$ cat src/sv/shgs_pkg.sv
// ----------------------------------------------------------------------------
// shgs_pkg
// Shared types and constants of the spectrum history gate/similarity unit.
// ----------------------------------------------------------------------------
package shgs_pkg;

  localparam int HIST_LEN  = 512;
  localparam int BANDS     = 8;
  localparam int MAX_BANDS = 8;
  localparam int VAL_W     = 16;
  localparam int SLOT_W    = $clog2(HIST_LEN);
  localparam int J_W       = $clog2(HIST_LEN + 1);
  localparam int BAND_W    = (BANDS > 1) ? $clog2(BANDS) : 1;
  localparam int CD_W      = J_W + 12;

  localparam int NUM_W = 54;
  localparam int DEN_W = 38;
  localparam int QUO_W = 17;

  localparam int MUL_A_W = 26;
  localparam int MUL_B_W = 22;
  localparam int PROD_W  = MUL_A_W + MUL_B_W;

  localparam int SIM_DIV   = 3 * BANDS;
  // reciprocal of SIM_DIV, exact for lag totals below 2^21
  localparam int SIM_SH    = 26;
  localparam int SIM_RECIP = (2 ** SIM_SH + SIM_DIV - 1) / SIM_DIV;

  localparam int CFG_IDX_W = 3;
  localparam int CFG_DAT_W = 16;

  localparam logic [CFG_IDX_W-1:0] CFG_HISTORY_FRAMES    = 3'd0;
  localparam logic [CFG_IDX_W-1:0] CFG_ROOT_SCALE        = 3'd1;
  localparam logic [CFG_IDX_W-1:0] CFG_WEIGHTED_BASELINE = 3'd2;
  localparam logic [CFG_IDX_W-1:0] CFG_LOUDNESS_RESTORE  = 3'd3;

  localparam logic [1:0] KIND_STORE = 2'd0;
  localparam logic [1:0] KIND_GATE  = 2'd1;
  localparam logic [1:0] KIND_SIM   = 2'd2;
  localparam logic [1:0] KIND_READ  = 2'd3;

  typedef logic [BANDS-1:0][VAL_W-1:0] row_t;

  typedef struct packed {
    logic [1:0]       kind;
    logic [VAL_W-1:0] band_in_0;
    logic [VAL_W-1:0] band_in_1;
    logic [VAL_W-1:0] band_in_2;
    logic [VAL_W-1:0] band_in_3;
    logic [VAL_W-1:0] band_in_4;
    logic [VAL_W-1:0] band_in_5;
    logic [VAL_W-1:0] band_in_6;
    logic [VAL_W-1:0] band_in_7;
    logic [8:0]       lag;
  } in_word_t;

  typedef struct packed {
    logic [VAL_W-1:0] band_out_0;
    logic [VAL_W-1:0] band_out_1;
    logic [VAL_W-1:0] band_out_2;
    logic [VAL_W-1:0] band_out_3;
    logic [VAL_W-1:0] band_out_4;
    logic [VAL_W-1:0] band_out_5;
    logic [VAL_W-1:0] band_out_6;
    logic [VAL_W-1:0] band_out_7;
    logic [VAL_W-1:0] similarity;
  } out_word_t;

  typedef struct packed {
    logic             start;
    logic [NUM_W-1:0] num;
    logic [DEN_W-1:0] den;
  } div_req_t;

  typedef struct packed {
    logic             done;
    logic [QUO_W-1:0] quot;
  } div_rsp_t;

  typedef enum logic [5:0] {
    ST_IDLE, ST_RD_SIM, ST_LOAD_RD, ST_LOAD_WT, ST_OUT,
    ST_G_BAND, ST_W_RD, ST_W_MUL, ST_W_ACC, ST_W_DEN, ST_W_DIV, ST_W_WAIT,
    ST_F_INIT, ST_F_SET, ST_F_RD, ST_F_M1, ST_F_M2, ST_F_CMP,
    ST_C_MUL, ST_C_CUR, ST_C_CMP, ST_C_WAIT, ST_G_NEXT,
    ST_L_CHK, ST_L_BAND, ST_L_DIV, ST_L_WAIT, ST_L_NEXT,
    ST_S_LAG, ST_S_BAND, ST_S_T1, ST_S_W1, ST_S_T2, ST_S_W2, ST_S_SQ,
    ST_S_T3, ST_S_W3, ST_S_NEXT, ST_S_FIN, ST_S_WF
  } state_e;

  function automatic logic [VAL_W-1:0] sat16(input logic [QUO_W:0] v);
    return (v > (QUO_W+1)'(65535)) ? 16'hFFFF : v[VAL_W-1:0];
  endfunction

endpackage

$ cat src/sv/shgs_divider.sv
// ----------------------------------------------------------------------------
// shgs_divider
// Restoring divider, one quotient bit per cycle, for quotients below 2^17.
// ----------------------------------------------------------------------------
module shgs_divider (
  input  logic               clk_i,
  input  logic               rst_ni,
  input  shgs_pkg::div_req_t req_i,
  output shgs_pkg::div_rsp_t rsp_o
);

  logic [shgs_pkg::NUM_W-1:0] rem_q, rem_d;
  logic [shgs_pkg::NUM_W-1:0] dsh_q, dsh_d;
  logic [shgs_pkg::QUO_W-1:0] quo_q, quo_d;
  logic [4:0]                 cnt_q, cnt_d;
  logic                       busy_q, busy_d;
  logic                       done_q, done_d;

  always_comb begin
    rem_d  = rem_q;
    dsh_d  = dsh_q;
    quo_d  = quo_q;
    cnt_d  = cnt_q;
    busy_d = busy_q;
    done_d = 1'b0;
    if (req_i.start) begin
      rem_d  = req_i.num;
      dsh_d  = shgs_pkg::NUM_W'(req_i.den) << (shgs_pkg::QUO_W - 1);
      quo_d  = '0;
      cnt_d  = 5'(shgs_pkg::QUO_W);
      busy_d = 1'b1;
    end else if (busy_q) begin
      if (rem_q >= dsh_q) begin
        rem_d = rem_q - dsh_q;
        quo_d = {quo_q[shgs_pkg::QUO_W-2:0], 1'b1};
      end else begin
        quo_d = {quo_q[shgs_pkg::QUO_W-2:0], 1'b0};
      end
      dsh_d = dsh_q >> 1;
      cnt_d = cnt_q - 5'd1;
      if (cnt_q == 5'd1) begin
        busy_d = 1'b0;
        done_d = 1'b1;
      end
    end
  end

  always_ff @(posedge clk_i or negedge rst_ni) begin
    if (!rst_ni) begin
      busy_q <= 1'b0;
      done_q <= 1'b0;
      cnt_q  <= '0;
    end else begin
      busy_q <= busy_d;
      done_q <= done_d;
      cnt_q  <= cnt_d;
    end
  end

  always_ff @(posedge clk_i) begin
    rem_q <= rem_d;
    dsh_q <= dsh_d;
    quo_q <= quo_d;
  end

  assign rsp_o.done = done_q;
  assign rsp_o.quot = quo_q;

endmodule
$ cat config.mk
export PLATFORM = sky130hd
export DESIGN_NAME = shgs_divider
export DESIGN_NICKNAME = d
export VERILOG_FILES = /design/src/sv/shgs_pkg.sv /design/src/sv/shgs_divider.sv
export SDC_FILE = /design/constraint.sdc
export NUM_CORES = 1
export LEC_CHECK = 0
export BUFFER_PORTS_ARGS = -buffer_cell sky130_fd_sc_hd__buf_2
export CORE_ASPECT_RATIO = 0.9
export CORE_UTILIZATION = 59
export DETAILED_ROUTE_END_ITERATION = 8
export PLACE_DENSITY = 0.88
export SLEW_MARGIN = 15
export SYNTH_ARGS = -nofsm -noshare
export SYNTH_HDL_FRONTEND = slang
export SYNTH_SLANG_ARGS = --single-unit
$ cat constraint.sdc
create_clock -name clk_i -period 4.3 [get_ports clk_i]
set_clock_uncertainty 0.05 [all_clocks]
set_input_delay 0.43 -clock clk_i [delete_from_list [all_inputs] [get_ports clk_i]]
set_output_delay 0.43 -clock clk_i [all_outputs]
set_load 0.02 [all_outputs]
==> flow_summary.toml <==
[run_status]
status = "complete, no violations"

[flow_run]
timing.max_cap.violations = 0

[worst_setup_path]
ff2ff_setup_slack_ps = 930
worst_r2r_path_depth = 11
worst_path_top_cell_family_by_delay = "compound AO/OA/AOI/OAI gates"
setup.worst_path.start_class = "flop"
timing.critical_path.depth = 11
timing.critical_path.required_ps = 4420
cp_max_fo = 20
worst-setup-path-type = "flop to flop"
cpPeakStageDelay_ps = 420
timing.critical_path.to_type = "flop"
cp_cell_sequence = "ha_1 > a21oi_1 > o21ai_1 > or4_1 > a41oi_1 > o22ai_1 > a21oi_1 > a41oi_1 > o21ai_1 > nand2_2 > buf_4"
arrival_time_of_data_at_the_critical_path_endpoint_ps = 3480
cp_slowest_cell = "ha_1"
worst-path-buf-inv = 1

[logic_synthesis]
postSynthAreaPerCell_um2 = 8.76
synth.cell_area_mm2 = 0.00900
asyncSetResetFlopFracSynth_pct = 5.30
ys.warnings.count = 0
synth_sequential_area_ratio_pct = 40.0
number_of_enable_type_register_cells_in_the_synthesized_netlist = 92
synth.distinct_cells = 79
postSynthRegisterBits = 132
yosys_most_used_dff = "edfxtp_1"
synthesis.instances = 1027
synth.net_count = 1179

[floorplanning]
placementRows = 42
start_util_pct = 60.7
fp.dieW_um = 132
fp.coreArea_mm2 = 0.0148
die_ht_um = 119
floorplan.io_pins = 113
die_area_mm2 = 0.0158

[clock_tree]
clk_path_buf_depth = 2
worstSkewPairLatency_ps = 440
cts-htree-levels = 4
clock_sink_count = 132
cts_buffers = 17
clkSlewWorstSetupHoldPaths_ps = 60
cts_tree = "built"
post_cts.repair.setup_buffers = 0
cts.root.buffer_cell = "clkbuf_16"

[sta]
period_minus_slack_ps = 3370
final_hold_vio_count = 0
setup_violations = 0
finalMaxSlewViolations = 0
slew_headroom_pct = 31.2
min_period_over_period_pct = 78.3
rsz0062_at_grt = "no"
setup_tns_ps = 0
max_freq_mhz = 297
slew_at_the_pin_closest_to_its_max_slew_limit_ps = 1030

[detailed_routing]
detail_route.wirelength_um = 21600
drcViolationCount = 0
routed_wire_length_per_instance_um = 16.5
detailroute.via_count = 7869
number_of_drc_markers_after_the_initial_detailed_route_iteration = 875
viasPerCell = 6.02
first_pass_iters = 6
antenna_violating_nets_post_route = 0

[global_routing]
grt_overflow = 0
grt_usage_pct = 28.2
number_of_global_route_vias_before_repair = 7466
grt_first_pass_wirelength_um = 35300
grt_antenna_before_repair = 0
grt_start_max_net_pins = 151

[placement]
placement.io_buffers = 112
placer_congestion_estimate = 0.931
dpl.hpwl_um = 15300

[hold_path]
holdCritPathClass = "primary input to flop"
hold_depth = 3

[layout]
layout-drive-gt1-share_pct = 16.1
syn_to_final_growth_pct = 13.0
diodes = 0
layout.nets = 1248
fraction_of_the_core_area_covered_by_cells_at_the_end_of_the_flow_pct = 68.6
most_used_cells_in_the_layout_excluding_fill_and_tap_cells = "nand2_1 (155), buf_2 (111), edfxtp_1 (92), o21ai_0 (90), nor2_1 (80)"
layout_commonest_cell = "nand2_1"

[power_and_ir_drop]
powerDensity_mw_per_mm2 = 832
leak_pwr_nw = 4.52
max-vdd-ir-drop_mv = 0.469
[registers in the layout (all words and copies together) (netlist names)]
| signal | cells |
|---|---|
| busy_q | 1 |
| cnt_q | 5 |
| dsh_q | 54 |
| done_q | 1 |
| quo_q | 17 |
| rem_q | 54 |
[timing repair]
item | 4_1_cts | 5_1_grt
hold endpoints to repair | 7 | 0
hold buffers | 1 | 0
gates resized for setup | 0 | 0
[layout make-up]
type / count / area, um^2
clock buffers: 22 / 528
clock inverters: 10 / 65.1
flip-flops and latches: 132 / 3600
well taps: 198 / 248
fillers: 1153 / 4650
inverters: 73 / 274
repair buffers: 118 / 627
multi-input cells: 754 / 4830
[synth_stat cells, types with 3 or more instances]
library cell / number / area share, %
a211oi_1: 6 / 0.50
a21o_1: 17 / 1.4
a21oi_1: 68 / 3.8
a21oi_2: 3 / 0.29
a22o_1: 16 / 1.6
a31oi_1: 5 / 0.35
a41oi_1: 4 / 0.39
buf_1: 5 / 0.21
buf_2: 8 / 0.44
buf_4: 8 / 0.67
clkbuf_1: 44 / 1.8
dfrtp_1: 7 / 1.9
dfxtp_1: 33 / 7.3
edfxtp_1: 92 / 31
ha_1: 56 / 7.8
inv_1: 72 / 3.0
mux2i_1: 34 / 3.8
nand2_1: 156 / 6.5
nand2b_1: 7 / 0.49
nand3_1: 7 / 0.39
nand4_1: 31 / 2.2
nor2_1: 80 / 3.3
nor2b_1: 4 / 0.28
nor3_1: 16 / 0.89
nor3b_1: 4 / 0.33
nor4_1: 5 / 0.35
nor4b_1: 3 / 0.29
o21a_1: 15 / 1.3
o21ai_0: 90 / 5.0
o21ai_1: 7 / 0.39
o21bai_1: 13 / 1.1
o22ai_1: 6 / 0.42
o31ai_1: 4 / 0.33
or2_2: 3 / 0.21
xnor2_1: 32 / 3.1
xor2_1: 15 / 1.5
[worst register-to-register path, cell delays in order (launching register included)]
cell      delay [ps]
edfxtp_1         380
ha_1             420
a21oi_1          260
o21ai_1          140
or4_1            420
a41oi_1          280
o22ai_1          130
a21oi_1          190
a41oi_1          140
o21ai_1          200
nand2_2          190
buf_4            290
[kinds of logic after synthesis]
family / Yosys count / share of synthesized area [%]
buffers and inverters: 141 / 6.44
multiplexers: 34 / 3.78
AND/OR/NAND/NOR: 331 / 16.7
XOR/XNOR: 47 / 4.57
flip-flops: 132 / 40.0
AO/OA/AOI/OAI: 285 / 20.5
adder cells (fa/ha/maj): 57 / 8.01
[metal layers]
| layer | vias up | share of wire, % | global-route usage, % |
|---|---|---|---|
| li1 | 3774 | - | - |
| met5 | - | 0 | 0 |
| met1 | 3653 | 45 | 37.9 |
| met3 | 54 | 8.3 | 6.47 |
| met4 | 0 | 2.7 | 12.1 |
| met2 | 388 | 44 | 43.9 |
[path summary, 6_finish.rpt]
kind,startpoint,endpoint
worst max-delay path,rem_q[39]$_DFFE_PP_,rem_q[14]$_DFFE_PP_
worst min-delay path,req_i[35],dsh_q[51]$_DFFE_PP_
worst max register to register,rem_q[39]$_DFFE_PP_,rem_q[14]$_DFFE_PP_
worst min register to register,quo_q[16]$_SDFFE_PP0P_,quo_q[16]$_SDFFE_PP0P_
max in group asynchronous,rst_ni,busy_q$_DFF_PN0_
min in group asynchronous,rst_ni,cnt_q[4]$_DFFE_PN0P_
[power breakdown]
part           leakage, nW  internal (W)  switching (W)  total (W)
clock network        0.298      0.000869       0.000584    0.00145
registers             1.33       0.00196       0.000231    0.00219
logic                 2.90       0.00188        0.00294    0.00482
[stage by stage]
step	hold slack, ps	area [um^2]	total power [W]	setup WS [ps]	std cells
2_1_floorplan	84.4	9000	0.00586	488	1027
3_3_place_gp	221	9560	0.00671	1150	1274
3_5_place_dp	224	9560	0.00686	1020	1274
4_1_cts	214	10200	0.00837	993	1307
5_1_grt	226	10200	0.00901	746	1307
6_report	219	10200	0.00846	932	1307
No activity file was read; power rests on OpenSTA's default activity.
